[src/design/nnis_fifo.sv]
// Small register queue with full/empty status, used for commands and results.
module nnis_fifo #(
  parameter int WIDTH = 8,
  parameter int DEPTH = 2
) (
  input  logic             clk,
  input  logic             rst_n,
  input  logic             push,
  input  logic [WIDTH-1:0] wdata,
  output logic             full,
  input  logic             pop,
  output logic [WIDTH-1:0] rdata,
  output logic             empty
);

  localparam int PW = (DEPTH > 1) ? $clog2(DEPTH) : 1;
  localparam int CW = $clog2(DEPTH + 1);

  logic [WIDTH-1:0] store_r [DEPTH];
  logic [PW-1:0]    wr_ptr_r, wr_ptr_nxt;
  logic [PW-1:0]    rd_ptr_r, rd_ptr_nxt;
  logic [CW-1:0]    count_r, count_nxt;
  logic             push_ok, pop_ok;

  assign full    = (count_r == CW'(DEPTH));
  assign empty   = (count_r == '0);
  assign push_ok = push && !full;
  assign pop_ok  = pop && !empty;
  assign rdata   = store_r[rd_ptr_r];

  always_comb begin
    wr_ptr_nxt = wr_ptr_r;
    rd_ptr_nxt = rd_ptr_r;
    count_nxt  = count_r;
    if (push_ok) begin
      wr_ptr_nxt = (wr_ptr_r == PW'(DEPTH - 1)) ? '0 : wr_ptr_r + 1'b1;
    end
    if (pop_ok) begin
      rd_ptr_nxt = (rd_ptr_r == PW'(DEPTH - 1)) ? '0 : rd_ptr_r + 1'b1;
    end
    if (push_ok && !pop_ok) begin
      count_nxt = count_r + 1'b1;
    end else if (pop_ok && !push_ok) begin
      count_nxt = count_r - 1'b1;
    end
  end

  always_ff @(posedge clk) begin
    if (!rst_n) begin
      wr_ptr_r <= '0;
      rd_ptr_r <= '0;
      count_r  <= '0;
    end else begin
      wr_ptr_r <= wr_ptr_nxt;
      rd_ptr_r <= rd_ptr_nxt;
      count_r  <= count_nxt;
    end
  end

  always_ff @(posedge clk) begin
    if (push_ok) begin
      store_r[wr_ptr_r] <= wdata;
    end
  end

endmodule

[config.mk]
export PLATFORM = sky130hd
export DESIGN_NAME = nnis_fifo
export DESIGN_NICKNAME = d
export VERILOG_FILES = /design/src/design/nnis_fifo.sv
export SDC_FILE = /design/constraint.sdc
export NUM_CORES = 1
export LEC_CHECK = 0
export BUFFER_PORTS_ARGS = -buffer_cell sky130_fd_sc_hd__clkbuf_2
export CAP_MARGIN = 20
export CORE_UTILIZATION = 40
export CTS_BUF_LIST = sky130_fd_sc_hd__clkbuf_8 sky130_fd_sc_hd__clkbuf_16
export DETAILED_ROUTE_END_ITERATION = 8
export GPL_TIMING_DRIVEN = 0
export MAX_ROUTING_LAYER = met4
export PLACE_DENSITY = 0.62
export SYNTH_ARGS = -nofsm -noshare
export SYNTH_HDL_FRONTEND = slang
export SYNTH_SLANG_ARGS = --single-unit
[constraint.sdc]
create_clock -name clk -period 1.8 [get_ports clk]
set_input_delay 0.36 -clock clk [delete_from_list [all_inputs] [get_ports clk]]
set_output_delay 0.36 -clock clk [all_outputs]
set_load 0.02 [all_outputs]
==> impl_metrics.py, run 1 <==
metrics = {
    "status": {
        "status": "finished, final reports clean",
    },
    "detailed_routing": {
        "vias_per_cell": 4.74,
        "via_count": 474,
        "first_pass_iters": 5,
        "wire_per_inst_microns": 11.0,
        "final_antenna_net_count": 0,
        "totalWireLength_mm": 1.10,
        "drt-initial-drc-count": 8,
        "drcViolationCount": 0,
    },
    "die": {
        "dieArea_sq_um": 2210,
        "core_sq_um": 1800,
        "io_pins": 22,
        "placementRows": 15,
        "die_w_microns": 47.0,
        "initial_core_util": 0.449,
        "die_h_microns": 47.0,
    },
    "timing": {
        "hold_viol": 0,
        "finalSetupTns_ns": 0,
        "fmax_ghz": 0.610,
        "rsz0062_at_grt": "false",
        "whs_ns": 0.295,
        "final-setup-viol-count": 0,
        "slew_viol_final": 0,
        "fin_crit_sh": 0.911,
        "relSlewSlack": 0.519,
        "finalCriticalPeriod_ns": 1.64,
        "finClkSkew_ns": 0.00405,
        "tightestPinTransition_ns": 0.717,
    },
    "finish": {
        "drive_above_1_share": 0.480,
        "final_nets": 89,
        "syn_to_final_growth_pct": 22.6,
        "fillers": 168,
        "multi_input_area_sq_um": 216,
        "regArea_sq_um": 581,
        "final_util": 0.551,
        "antennaDiodeCount": 0,
    },
    "worst_setup_path": {
        "r2r_end": "store_r[0][3]",
        "critPathMaxFanout": 8,
        "cp.depth": 3,
        "crit_type": "reg2out",
        "worstReg2RegStart": "count_r[0]",
        "worstPathRequired_ns": 1.44,
        "crit_family": "buffers and inverters",
        "r2r_slack_ns": 0.24,
        "worstPathBufferInverterCount": 2,
        "end_kind": "output pin",
        "worst_path_max_delay_cell": "mux2_2",
        "slowest_delay_ns": 0.36,
        "path_cells": "buf_2, mux2_2, clkbuf_2",
        "critPathArrivalTime_ns": 1.28,
        "rr_worst_depth": 3,
        "startpoint_type": "register",
        "cp-endpoint": "rdata[5]",
    },
    "yosys": {
        "syn_inst": 50,
        "syn_area_per_cell_sq_um": 16.2,
        "synth_nets": 63,
        "ys_seq_elements": 21,
        "ys_warn_count": 0,
        "netlist_area_sq_um": 810,
        "ys_seq_area_frac": 0.717,
        "synth_cell_types": 20,
    },
    "clock_tree": {
        "h-tree-depth": 1,
        "cts_hold_buf": 0,
        "numCtsBuffers": 3,
        "clk_pin_slew_ns": 0.07,
        "cts_tree": "yes",
        "clock_latency_ns": 0.25,
        "cts_sinks": 21,
        "cts.path.max_buffers": 2,
        "cts_setup_buffers": 0,
        "cts_resized": 0,
        "root_buffer": "clkbuf_8",
    },
    "global_route": {
        "grt_max_degree": 13,
        "grt_pass1_wl_mm": 1.65,
        "grt_pass1_vias": 402,
        "grt_overflow": 0,
        "antenna_found_initial": 0,
        "track_usage": 0.122,
    },
    "hold_path": {
        "min_path_type": "in2reg",
    },
    "power": {
        "switching_power_uw": 452,
        "clkPwrFrac": 0.199,
        "vdd_drop_max_v": 0.000745,
        "p_per_area_nw_per_um2": 1450,
        "p_int_uw": 987,
        "combPwrFrac": 0.341,
        "leakagePower_nw": 0.399,
        "switching_share": 0.314,
        "sequentialPowerShare": 0.459,
        "report.power.total_mw": 1.44,
    },
    "flow_run": {
        "drv_cap": 0,
    },
    "placement": {
        "dp_hpwl_microns": 795,
        "portBuffers": 21,
        "place.gp.congestion": 0.746,
    },
}
==> synth_stat cells <==
cell type	n	area share
nor3_2	1	0.012
o21ai_0	1	0.0062
xnor2_1	2	0.022
ha_1	1	0.015
inv_2	1	0.0046
xor2_1	1	0.011
or3_1	1	0.0077
and3_1	1	0.0077
nand2b_1	1	0.0077
edfxtp_1	16	0.59
a21boi_1	1	0.0093
and2_1	3	0.023
dfxtp_1	5	0.12
inv_1	1	0.0046
o21a_1	1	0.0093
buf_2	1	0.0062
o21ai_1	1	0.0062
a21boi_0	1	0.0093
nor2_1	2	0.0093
mux2_2	8	0.11
==> how the worst min path moves through the flow <==
stage / start / end / slack [ns] / depth (start not counted)
6_report: wdata[2] / store_r[0][2] / 0.30 / 1
3_5_place_dp: count_r[1] / count_r[1] / 0.52 / 2
2_1_floorplan: wdata[0] / store_r[0][0] / 0.46 / 0
4_1_cts: wdata[2] / store_r[1][2] / 0.29 / 1
3_3_place_gp: count_r[1] / count_r[1] / 0.51 / 2
5_1_grt: wdata[7] / store_r[0][7] / 0.28 / 1
==> cells by family after synthesis <==
group / after synthesis / share of synthesized area
xor+xnor: 3 / 0.0325
simple gates: 9 / 0.0680
fa+ha+maj: 1 / 0.0155
buf+inv: 3 / 0.0154
flops: 21 / 0.717
mux: 8 / 0.111
compound gates: 5 / 0.0402
==> per-stage QoR <==
step | setup WS [ns] | area, sq um | cells
CTS | 0.137 | 992 | 100
global placement | 0.234 | 946 | 96
detailed placement | 0.233 | 946 | 96
floorplan | 0.286 | 810 | 50
global route | 0.0847 | 992 | 100
finish | 0.160 | 992 | 100
==> routing by layer <==
metal / share of wire / track usage / wire (microns)
met1: 0.42 / 0.136 / 456
met4: 0.0082 / 0.0857 / 9
met3: 0.063 / 0.0385 / 69
met2: 0.51 / 0.183 / 562
met5: 0 / - / 0
==> flip-flops by register name, indices dropped and copies added, names as in the netlist, named ones only <==
register	count
store_r	16
count_r	2
rd_ptr_r	1
wr_ptr_r	1
==> cell usage in the layout (no fill, tap or decap) <==
master    synthesis  layout
o21ai_1           1       1
nor2_1            2       2
edfxtp_1         16      16
clkbuf_8          0       3
clkinv_2          0       1
o21a_1            1       1
a21boi_1          1       1
or3_1             1       1
ha_1              1       1
xnor2_1           2       2
and3_1            1       1
and2_1            3       3
o21ai_0           1       1
dfxtp_1           5       5
clkbuf_2          0      21
inv_2             1       1
mux2_2            8       8
inv_1             1       1
xor2_1            1       1
a21boi_0          1       1
buf_2             1       1
nand2b_1          1       1
nor3_2            1       1
==> power groups by stage <==
stage	logic, mW	registers [mW]	clock network (mW)
6_report	0.491	0.661	0.287
5_1_grt	0.545	0.675	0.321
4_1_cts	0.499	0.661	0.302
3_5_place_dp	0.497	0.670	0
3_3_place_gp	0.490	0.667	0
2_1_floorplan	0.371	0.661	0
==> cell type report <==
class                      count  share of cell area
multi-input combinational     26               0.218
buffer                         1             0.00504
tap                           25              0.0315
timing repair buffer          21               0.106
clock buffer                   3              0.0416
inverter                       2             0.00757
sequential                    21               0.585
clock inverter                 1             0.00504
Power figures use the tool's default switching activity.
==> inputs of run 2 (changes only) <==
- REMOVE_ABC_BUFFERS: unset -> 1
==> run 2 against run 1 <==
- combinational power shrank 6.5%
- core utilization shrank 0.35 points
- sequential power rose by 3.2%
- sequential cell count did not move
- critical path type unchanged
- worst hold slack improved by 0.00072 ns
- critical path depth shrank 1
- sequential share of layout area is 0.37 points higher
- cell area shrank 0.63%
- fmax decreased by 2.5%
- global-route usage is 0.073 points lower
==> impl_metrics.py, run 2 (synthesis results as in run 1) <==
metrics = {
    "timing": {
        "finClkSkew_ns": 0.00241,
        "hold_viol": 0,
        "fmax_ghz": 0.594,
        "fin_crit_sh": 0.935,
        "slew_viol_final": 0,
        "relSlewSlack": 0.532,
        "final-setup-viol-count": 0,
        "finalCriticalPeriod_ns": 1.68,
        "finalSetupTns_ns": 0,
        "rsz0062_at_grt": "false",
        "tightestPinTransition_ns": 0.699,
    },
    "global_route": {
        "grt_max_degree": 12,
        "grt_pass1_vias": 409,
        "grt_pass1_wl_mm": 1.63,
        "track_usage": 0.121,
        "grt_overflow": 0,
        "antenna_found_initial": 0,
    },
    "finish": {
        "drive_above_1_share": 0.459,
        "post-route-cell-area_sq_um": 986,
        "largest_reg_flops": 16,
        "syn_to_final_growth_pct": 21.8,
        "final_nets": 88,
        "final_cell_mix": "21 x clkbuf_2, 16 x edfxtp_1, 8 x mux2_2",
        "antennaDiodeCount": 0,
        "fillers": 179,
        "reg_top3": "store_r (16), count_r (2)",
        "layout_commonest_cell": "clkbuf_2",
        "regMostFlops": "store_r",
    },
    "hold_path": {
        "hold_depth": 1,
        "min_path_type": "in2reg",
        "hold_end": "store_r[1][0]",
        "hold_start": "wdata[0]",
    },
    "detailed_routing": {
        "first_pass_iters": 4,
        "drcViolationCount": 0,
        "via_count": 473,
        "drt-initial-drc-count": 7,
        "vias_per_cell": 4.78,
        "totalWireLength_mm": 1.09,
        "final_antenna_net_count": 0,
        "wire_per_inst_microns": 11.0,
    },
    "die": {
        "placementRows": 15,
        "core_sq_um": 1800,
        "die_h_microns": 47.0,
        "die_w_microns": 47.0,
        "io_pins": 22,
        "initial_core_util": 0.449,
        "dieArea_sq_um": 2210,
    },
    "clock_tree": {
        "clk_pin_slew_ns": 0.07,
        "h-tree-depth": 1,
        "numCtsBuffers": 3,
        "cts_setup_buffers": 0,
        "cts_tree": "yes",
        "cts_sinks": 21,
        "root_buffer": "clkbuf_8",
        "cts_hold_buf": 0,
        "cts_resized": 0,
        "clock_latency_ns": 0.25,
        "cts.path.max_buffers": 2,
    },
    "placement": {
        "post_dp_cell_area_sq_um": 941,
        "dp_hpwl_microns": 783,
        "portBuffers": 21,
        "place.gp.congestion": 0.766,
    },
    "worst_setup_path": {
        "critPathArrivalTime_ns": 1.32,
        "crit_family": "flip-flops",
        "path_cells": "mux2_2, clkbuf_2",
        "worstReg2RegStart": "count_r[0]",
        "r2r_end": "count_r[1]",
        "slowest_delay_ns": 0.54,
        "startpoint_type": "register",
        "crit_type": "reg2out",
        "worstPathRequired_ns": 1.44,
        "rr_worst_depth": 6,
        "worst_path_max_delay_cell": "dfxtp_1",
        "end_kind": "output pin",
        "r2r_slack_ns": 0.24,
        "worstPathBufferInverterCount": 1,
        "critPathMaxFanout": 8,
    },
    "flow_run": {
        "drv_cap": 0,
    },
    "status": {
        "status": "finished, final reports clean",
    },
    "power": {
        "leakagePower_nw": 0.395,
        "vdd_drop_max_v": 0.000752,
        "p_per_area_nw_per_um2": 1450,
    },
}
## run 2: cell count changes in the layout (fill, tap and decap cells not counted)
cell	previous run	this run
buf_2	1	0
inv_1	1	2
clkinv_2	1	0
## run 2: report_power, final
group          leakage [nW]  internal, mW  total (mW)  switching, mW
clock                0.0269         0.151       0.284          0.133
sequential            0.191         0.620       0.682         0.0628
combinational         0.177         0.209       0.459          0.250
total                 0.395         0.979        1.43          0.446
## run 2: layer usage
layer	share of wire	GRT usage
met1	0.41	0.119
met2	0.53	0.200
met3	0.051	0.0385
met4	0.0074	0.0857
met5	0	-
## run 2: worst reg2reg max path: stages, from the launching register on
cell and delay [ns]:
dfxtp_1 0.41, nand2b_1 0.18, inv_2 0.06, nor2_1 0.09
ha_1 0.27, or3_1 0.35, a21boi_1 0.14
## run 2: how the worst max path moves through the flow
stage                     startpoint            end  slack, ns  depth (start not counted)
final                       register       rdata[2]       0.12                          2
after global routing        register       rdata[3]       0.03                          2
after CTS                   register       rdata[2]       0.08                          2
after detailed placement  count_r[0]  store_r[0][3]       0.21                          3
after global placement    count_r[0]  store_r[0][3]       0.24                          3
after floorplan           count_r[0]     count_r[1]       0.29                          6
## run 2: area by class of cell
class                   instances  area [sq um]  share of cell area
clock inverters                 1          3.75             0.00381
multi-input cells              26           216               0.220
well taps                      25          31.3              0.0317
repair buffers                 21           105               0.107
clock buffers                   3          41.3              0.0419
flip-flops and latches         21           581               0.589
inverters                       2          7.51             0.00761
## run 2: through the flow
stage / hold slack [ns] / instances / setup slack [ns] / power [mW] / util
global placement: 0.505 / 95 / 0.237 / 1.15 / 0.522
global route: 0.286 / 99 / 0.0324 / 1.52 / 0.547
finish: 0.296 / 99 / 0.117 / 1.43 / 0.547
floorplan: 0.459 / 49 / 0.286 / 1.03 / -
detailed placement: 0.520 / 95 / 0.214 / 1.16 / 0.522
CTS: 0.289 / 99 / 0.0808 / 1.45 / 0.547
