`src/design/nnis_pkg.sv`:
```
// Shared constants and types for the nearest-neighbor image scaler.
package nnis_pkg;

  localparam int PIX_W      = 32;
  localparam int SRC_DIM_W  = 9;
  localparam int DST_DIM_W  = 13;
  localparam int CFG_DATA_W = 13;
  localparam int CFG_IDX_W  = 3;

  localparam logic [CFG_IDX_W-1:0] REG_SRC_WIDTH  = 3'd0;
  localparam logic [CFG_IDX_W-1:0] REG_SRC_HEIGHT = 3'd1;
  localparam logic [CFG_IDX_W-1:0] REG_DST_WIDTH  = 3'd2;
  localparam logic [CFG_IDX_W-1:0] REG_DST_HEIGHT = 3'd3;
  localparam logic [CFG_IDX_W-1:0] REG_PIX_FORMAT = 3'd4;

  localparam logic OP_LOAD = 1'b0;
  localparam logic OP_EMIT = 1'b1;

  localparam logic FMT_RGB  = 1'b0;
  localparam logic FMT_RGBA = 1'b1;

  localparam logic [PIX_W-1:0] RGB_MASK = 32'h00FF_FFFF;

  typedef struct packed {
    logic row_end;
    logic frame_end;
  } flags_t;

  localparam int FLAGS_W = $bits(flags_t);

endpackage

```
`src/design/nnis_front.sv`:
```
// Front end: accepts input words, assigns load addresses, queues commands.
module nnis_front #(
  parameter int MAX_SRC_DIM = 256
) (
  input  logic                                     clk,
  input  logic                                     rst_n,
  input  logic                                     in_push,
  output logic                                     in_full,
  input  logic                                     in_opcode,
  input  logic [nnis_pkg::PIX_W-1:0]               in_pixel_in,
  input  logic [$clog2(MAX_SRC_DIM+1)-1:0]         sw,
  input  logic [$clog2(MAX_SRC_DIM+1)-1:0]         sh,
  input  logic                                     cmd_full,
  output logic                                     cmd_push,
  output logic [$clog2(MAX_SRC_DIM*MAX_SRC_DIM)+nnis_pkg::PIX_W:0] cmd_wdata
);
  import nnis_pkg::*;

  localparam int SW_W   = $clog2(MAX_SRC_DIM + 1);
  localparam int AW     = $clog2(MAX_SRC_DIM * MAX_SRC_DIM);
  localparam int CNT_W  = 2 * SW_W;
  localparam int CNT_W1 = CNT_W + 1;

  logic [AW-1:0]     load_ptr_r, load_ptr_nxt;
  logic [CNT_W-1:0]  frame_cnt;
  logic [CNT_W1-1:0] ptr_inc;
  logic              accept;

  assign in_full   = cmd_full;
  assign accept    = in_push && !cmd_full;
  assign cmd_push  = accept;
  assign cmd_wdata = {load_ptr_r, in_opcode, in_pixel_in};

  assign frame_cnt = CNT_W'(sw) * CNT_W'(sh);
  assign ptr_inc   = CNT_W1'(load_ptr_r) + CNT_W1'(1);

  always_comb begin
    load_ptr_nxt = load_ptr_r;
    if (accept && (in_opcode == OP_LOAD)) begin
      load_ptr_nxt = (ptr_inc >= CNT_W1'(frame_cnt)) ? '0 : AW'(ptr_inc);
    end
  end

  always_ff @(posedge clk) begin
    if (!rst_n) begin
      load_ptr_r <= '0;
    end else begin
      load_ptr_r <= load_ptr_nxt;
    end
  end

endmodule

```
`config.mk`:
```
export PLATFORM = sky130hd
export DESIGN_NAME = nnis_front
export DESIGN_NICKNAME = d
export VERILOG_FILES = /design/src/design/nnis_pkg.sv /design/src/design/nnis_front.sv
export SDC_FILE = /design/constraint.sdc
export NUM_CORES = 1
export LEC_CHECK = 0
export ABC_CLOCK_PERIOD_IN_PS = 7620
export CORE_MARGIN = 8
export CORE_UTILIZATION = 30
export DETAILED_ROUTE_END_ITERATION = 8
export DONT_BUFFER_PORTS = 1
export GPL_ROUTABILITY_DRIVEN = 1
export PLACE_DENSITY_LB_ADDON = 0.05
export SLEW_MARGIN = 20
export SYNTH_ARGS = -nofsm -noshare
export SYNTH_HDL_FRONTEND = slang
export SYNTH_SLANG_ARGS = --single-unit
```
`constraint.sdc`:
```
create_clock -name clk -period 7.62 [get_ports clk]
set_clock_uncertainty 0.05 [all_clocks]
set_input_delay 0.762 -clock clk [delete_from_list [all_inputs] [get_ports clk]]
set_output_delay 0.762 -clock clk [all_outputs]
set_load 0.01 [all_outputs]
```
==> results of run 1 <==
## kinds of logic after synthesis
family,after synthesis,synth area share (%)
compound gates,63,11.7
buf+inv,133,15.3
xor+xnor,24,5.05
fa+ha+maj,106,40.9
simple gates,158,19.3
flops,16,7.70
## path summary, 6_finish.rpt
kind | endpoint | slack, ps | depth (start not counted)
hold reg to reg | load_ptr_r[15]$_SDFFE_PN0P_ | 550 | 1
hold / removal | load_ptr_r[15]$_SDFFE_PN0P_ | 550 | 1
setup reg to reg | load_ptr_r[5]$_SDFFE_PN0P_ | 3410 | 13
setup / recovery | load_ptr_r[5]$_SDFFE_PN0P_ | 770 | 22
## Yosys cell counts, types with 7 or more instances
| master | number |
|---|---|
| and2_1 | 49 |
| buf_4 | 34 |
| ha_1 | 56 |
| nor2_1 | 17 |
| clkbuf_1 | 10 |
| fa_1 | 50 |
| inv_1 | 87 |
| dfxtp_1 | 16 |
| xor2_1 | 11 |
| a21oi_1 | 14 |
| xnor2_1 | 13 |
| o21ai_0 | 7 |
| nand2_1 | 55 |
| a22o_2 | 9 |
| nand3_1 | 8 |
## worst max-delay path: stages
cell,delay (ps)
and2_1,150
fa_1,510
fa_1,530
fa_1,550
inv_1,50
fa_1,520
inv_1,40
ha_1,350
a2111oi_0,390
o21ai_1,180
a31o_1,270
o21ai_0,220
nand2b_1,80
a21oi_1,180
xor2_1,90
ha_1,300
nand3_1,130
or4_1,530
o211a_1,260
a22oi_4,340
nor2_4,150
a221o_2,350
## routing by layer
layer | track usage [%] | wire, µm
met3 | 2.00 | 372
met4 | 1.19 | 29
met1 | 14.7 | 4410
met2 | 18.8 | 4720
met5 | 0 | 0
## through the flow
step	cell area, µm²	util (%)	instances	setup slack [ps]	hold WS (ps)
6_report	4170	30.4	638	770	552
5_1_grt	4170	30.4	638	256	571
4_1_cts	4170	30.4	638	726	564
3_5_place_dp	4080	29.7	634	445	547
3_3_place_gp	4080	29.7	634	536	547
2_1_floorplan	4160	-	500	788	488
## cell type report
| type | count | area, µm² |
|---|---|---|
| fillers | 1506 | 9550 |
| flip-flops and latches | 16 | 320 |
| multi-input cells | 351 | 3200 |
| clock buffers | 4 | 88.8 |
| well taps | 180 | 225 |
| inverters | 87 | 327 |
## power groups by stage
stage / logic (µW) / clock network [µW] / registers, µW
CTS: 715 / 119 / 94.5
finish: 693 / 116 / 94.5
detailed placement: 709 / 0 / 96.3
global route: 841 / 124 / 95.1
global placement: 712 / 0 / 96.3
floorplan: 579 / 0 / 92.7
==> metrics.md, run 1 <==
| Metric | Value |
|---|---|
| Core footprint | `0.0137 mm²` |
| Final nets | `620` |
| Detailed placement HPWL | `8310 µm` |
| Initial antenna violation count | `0` |
| Largest net degree at the start of global routing | `16` |
| Arrival time of the worst setup path | `6940 ps` |
| Clock Power Share | `12.8%` |
| Clock buffers created by TritonCTS | `3` |
| Layout cell share with drive strength beyond 1 | `5.24%` |
| Sw Ratio | `48.6%` |
| DRT iter0 DRCs | `103` |
| Final period utilization | `89.9%` |
| Synthesized area per cell | `8.32 µm²` |
| Longest Clk Path Bufs | `2` |
| GRT Total Usage | `11.1%` |
| Routed Antenna Nets | `0` |
| Pwr per Cell Area | `217 mW/mm²` |
| Critical path class | `in2reg` |
| Leakage power total | `0.00209 µW` |
| GP Congestion | `0.728` |
| Drt wl/cell | `14.9 µm` |
| Largest cells by area after synthesis | `fa_1, ha_1, inv_1, dfxtp_1, and2_1` |
| Commonest cells after routing, fill and taps aside | `inv_1, ha_1, nand2_1, fa_1, and2_1` |
| Cts hold-fix bufs | `0` |
| Crit end category | `register` |
| Worst R2R Start | `load_ptr_r[0]$_SDFFE_PN0P_` |
| Vias per cell | `4.69` |
| H-tree levels | `1` |
| Yosys reg bits | `16` |
| Initial core utilization | `30.3%` |
| Number of synthesized flops with an enable pin | `0` |
| Max reg flops | `16` |
| Share of the synthesized area in the top cell type | `24.1%` |
| Final setup vio count | `0` |
| Std-Cell Rows | `43` |
| Root buf cell | `clkbuf_16` |
| Slew Limit Fails | `0` |
| VDD IR-drop max | `69.5 µV` |
| Synth area leader | `fa_1` |
| Count of cell types in the netlist | `48` |
| DIE AREA | `0.0179 mm²` |
| Synth Instances | `500` |
| Total wire length | `9530 µm` |
| DIE WIDTH | `134 µm` |
| I/O pin cnt | `106` |
| Biggest register | `load_ptr_r` |
| Mapped Area | `0.00416 mm²` |
| Regs by FF count | `load_ptr_r x16` |
| Net switching power | `439 µW` |
| CP startpoint kind | `primary input` |
| Flop pwr share | `10.5%` |
| Global route total overflow | `0` |
| Post-CTS setup buffers | `0` |
| Area grow syn2layout | `0.150%` |
| First-pass GRT wire length | `16400 µm` |
| Height of the die | `134 µm` |
| TritonRoute pass-1 iters | `4` |
| # DRC | `0` |
| Post-synth net total | `661` |
| ANT cells | `0` |
| Worst-path clk slew | `50 ps` |
| Fmax | `146 MHz` |
| Sequential-to-total area share from yosys stat | `7.70%` |
| Worst slew pin tran | `584 ps` |
| Logic pwr share | `76.7%` |
| Yosys warnings | `0` |
| Final Hold Fails | `0` |
| Skew-Pair Late Insertion Delay | `250 ps` |
| Ys flop type | `dfxtp_1` |
| Outcome | `finished, final reports clean` |
| Vias in the first global route | `3155` |
| Hold Crit Start | `load_ptr_r[15]$_SDFFE_PN0P_` |
| Min-delay worst type | `reg2reg` |
| Worst setup path startpoint | `sw[2]` |
| Post-synth ARST share | `0%` |
| Tot Pwr | `903 µW` |
| Total number of vias | `2994` |
| Post-CTS resize count | `0` |
| Max_slew headroom | `61.0%` |
| Commonest non-fill, non-tap cell in the layout | `inv_1` |
| Buffers added on ports | `0` |
| Number of max-cap violations | `0` |
| Pint | `464 µW` |
| Fin crit period | `6850 ps` |
| Unrepaired setup endpoints after global routing | `no` |
| Setup TNS | `0 ps` |
| Critical path required time | `7710 ps` |
| CTS tree | `built` |
| CP max FO | `15` |
| CTS Sinks | `16` |
No activity file was read; power rests on OpenSTA's default activity.
==> inputs of run 2 (changes only) <==
--- a/config.mk
+++ b/config.mk
@@ -7,7 +7,7 @@
 export LEC_CHECK = 0
 export ABC_CLOCK_PERIOD_IN_PS = 7620
 export CORE_MARGIN = 8
-export CORE_UTILIZATION = 30
+export CORE_UTILIZATION = 45
 export DETAILED_ROUTE_END_ITERATION = 8
 export DONT_BUFFER_PORTS = 1
 export GPL_ROUTABILITY_DRIVEN = 1
==> run 2 against run 1 <==
  * Routed wire length shrank 11%
  * Power shrank 5.5%
  * Sequential power is essentially flat
  * Final area shrank 2.9%
  * Highest routed layer unchanged
  * Utilization grew 14 points
==> metrics.md, run 2 (synthesis results as in run 1) <==
| Metric | Value |
|---|---|
| Cts hold-fix bufs | `0 (unchanged)` |
| Slew Limit Fails | `0 (unchanged)` |
| Leakage power total | `0.00208 µW (-0.74%)` |
| Final instance area | `0.00405 mm² (-2.9%)` |
| Register area | `320 µm² (unchanged)` |
| Std-Cell Rows | `35 (-19%)` |
| Worst slew pin tran | `581 ps (-2.99 ps)` |
| Setup TNS | `0 ps (unchanged)` |
| Area occupied by multi-input gates | `0.00320 mm² (unchanged)` |
| Vias per cell | `5.33 (+14%)` |
| Global route total overflow | `0 (unchanged)` |
| Critical path class | `in2reg` |
| Max reg flops | `16 (unchanged)` |
| H-tree levels | `1 (unchanged)` |
| Buffers added on ports | `0 (unchanged)` |
| GRT Total Usage | `13.5% (+2.4 points)` |
| Final Hold Fails | `0 (unchanged)` |
| Drt wl/cell | `14.9 µm (about the same)` |
| DRT iter0 DRCs | `162 (+57%)` |
| Routed Antenna Nets | `0 (unchanged)` |
| Unrepaired setup endpoints after global routing | `no` |
| Total wire length | `8500 µm (-11%)` |
| Skew-Pair Late Insertion Delay | `250 ps (about the same)` |
| Largest net degree at the start of global routing | `16 (unchanged)` |
| Crit end category | `register` |
| Final setup margin | `757 ps (-12.5 ps)` |
| Commonest non-fill, non-tap cell in the layout | `inv_1` |
| VDD IR-drop max | `127 µV (+82%)` |
| First-pass GRT wire length | `14300 µm (-13%)` |
| Arrival time of the worst setup path | `6950 ps (about the same)` |
| Fin crit period | `6860 ps (+12.5 ps)` |
| Number of max-cap violations | `0 (unchanged)` |
| Fin Hold WS | `542 ps (-10.5 ps)` |
| Area grow syn2layout | `-2.74%` |
| Critical path required time | `7710 ps (about the same)` |
| Clock buffers created by TritonCTS | `3 (unchanged)` |
| Initial core utilization | `45.7% (+15 points)` |
| Root buf cell | `clkbuf_8` |
| CTS tree | `built` |
| Final nets | `620 (unchanged)` |
| Initial antenna violation count | `0 (unchanged)` |
| Longest Clk Path Bufs | `2 (unchanged)` |
| Vias in the first global route | `2931 (-7.1%)` |
| DIE AREA | `0.0126 mm² (-30%)` |
| Regs by FF count | `load_ptr_r x16` |
| # DRC | `0 (unchanged)` |
| DIE WIDTH | `112 µm (-16%)` |
| ANT cells | `0 (unchanged)` |
| CP startpoint kind | `primary input` |
| Placed Area | `0.00399 mm² (-2.1%)` |
| CTS Sinks | `16 (unchanged)` |
| Min-delay worst type | `reg2reg` |
| Biggest register | `load_ptr_r` |
| Commonest cells after routing, fill and taps aside | `inv_1, ha_1, nand2_1, fa_1, and2_1` |
| I/O pin cnt | `106 (unchanged)` |
| Post-CTS setup buffers | `0 (unchanged)` |
| Detailed placement HPWL | `7390 µm (-11%)` |
| Total number of vias | `3034 (+1.3%)` |
| Layout cell share with drive strength beyond 1 | `5.24% (unchanged)` |
| Pwr per Cell Area | `211 mW/mm² (-2.7%)` |
| Post-Place Worst Slack | `457 ps (+12.5 ps)` |
| Max_slew headroom | `61.2% (+0.20 points)` |
| CP max FO | `15 (unchanged)` |
| Final setup vio count | `0 (unchanged)` |
| Final period utilization | `90.1% (+0.16 points)` |
| Fmax | `146 MHz (-0.18%)` |
| TritonRoute pass-1 iters | `4 (unchanged)` |
| Post-CTS resize count | `0 (unchanged)` |
| GP Congestion | `0.805 (+11%)` |
| Outcome | `finished, final reports clean` |
| Fillers | `931 (-38%)` |
| Worst-path clk slew | `70 ps (+20 ps)` |
| Height of the die | `112 µm (-16%)` |
| Core footprint | `0.00911 mm² (-34%)` |
| Final core utilization | `44.4% (+14 points)` |
run 2: cell counts in the layout (fill, tap and decap cells not counted):
Identical to the previous run, type by type.
run 2: layout make-up:
class	count	share of cell area (%)
inverters	87	8.07
well taps	111	3.43
clock buffers	4	1.36
flip-flops and latches	16	7.92
multi-input cells	351	79.2
run 2: critical path, stage by stage:
cell       delay (ps)
and2_1            160
fa_1              510
fa_1              530
fa_1              550
inv_1              60
fa_1              520
inv_1              40
ha_1              340
a2111oi_0         390
o21ai_1           180
a31o_1            270
o21ai_0           220
nand2b_1           90
a21oi_1           180
xor2_1             90
ha_1              300
nand3_1           120
or4_1             540
o211a_1           260
a22oi_4           350
nor2_4            150
a221o_2           350
run 2: per-stage QoR:
step	total power (µW)	instances
floorplan	672	500
global placement	782	565
detailed placement	788	565
CTS	868	569
global route	985	569
finish	854	569
run 2: worst paths after layout:
check | end | cells after the start | startpoint | slack [ps]
min | load_ptr_r[15]$_SDFFE_PN0P_ | 1 | load_ptr_r[15]$_SDFFE_PN0P_ | 540
min reg2reg | load_ptr_r[15]$_SDFFE_PN0P_ | 1 | load_ptr_r[15]$_SDFFE_PN0P_ | 540
max reg2reg | load_ptr_r[4]$_SDFFE_PN0P_ | 13 | load_ptr_r[0]$_SDFFE_PN0P_ | 3420
max | load_ptr_r[4]$_SDFFE_PN0P_ | 22 | sw[2] | 760
run 2: layer usage:
layer | routed length (µm) | GRT usage (%)
met3 | 459 | 2.74
met2 | 4180 | 22.3
met1 | 3830 | 18.1
met4 | 29 | 1.62
met5 | 0 | 0
run 2: report_power, final:
group	switching, µW	total, µW	internal [µW]
clock network	30.3	76.2	45.9
registers	8.10	94.6	86.5
logic	388	683	295
total	426	854	428
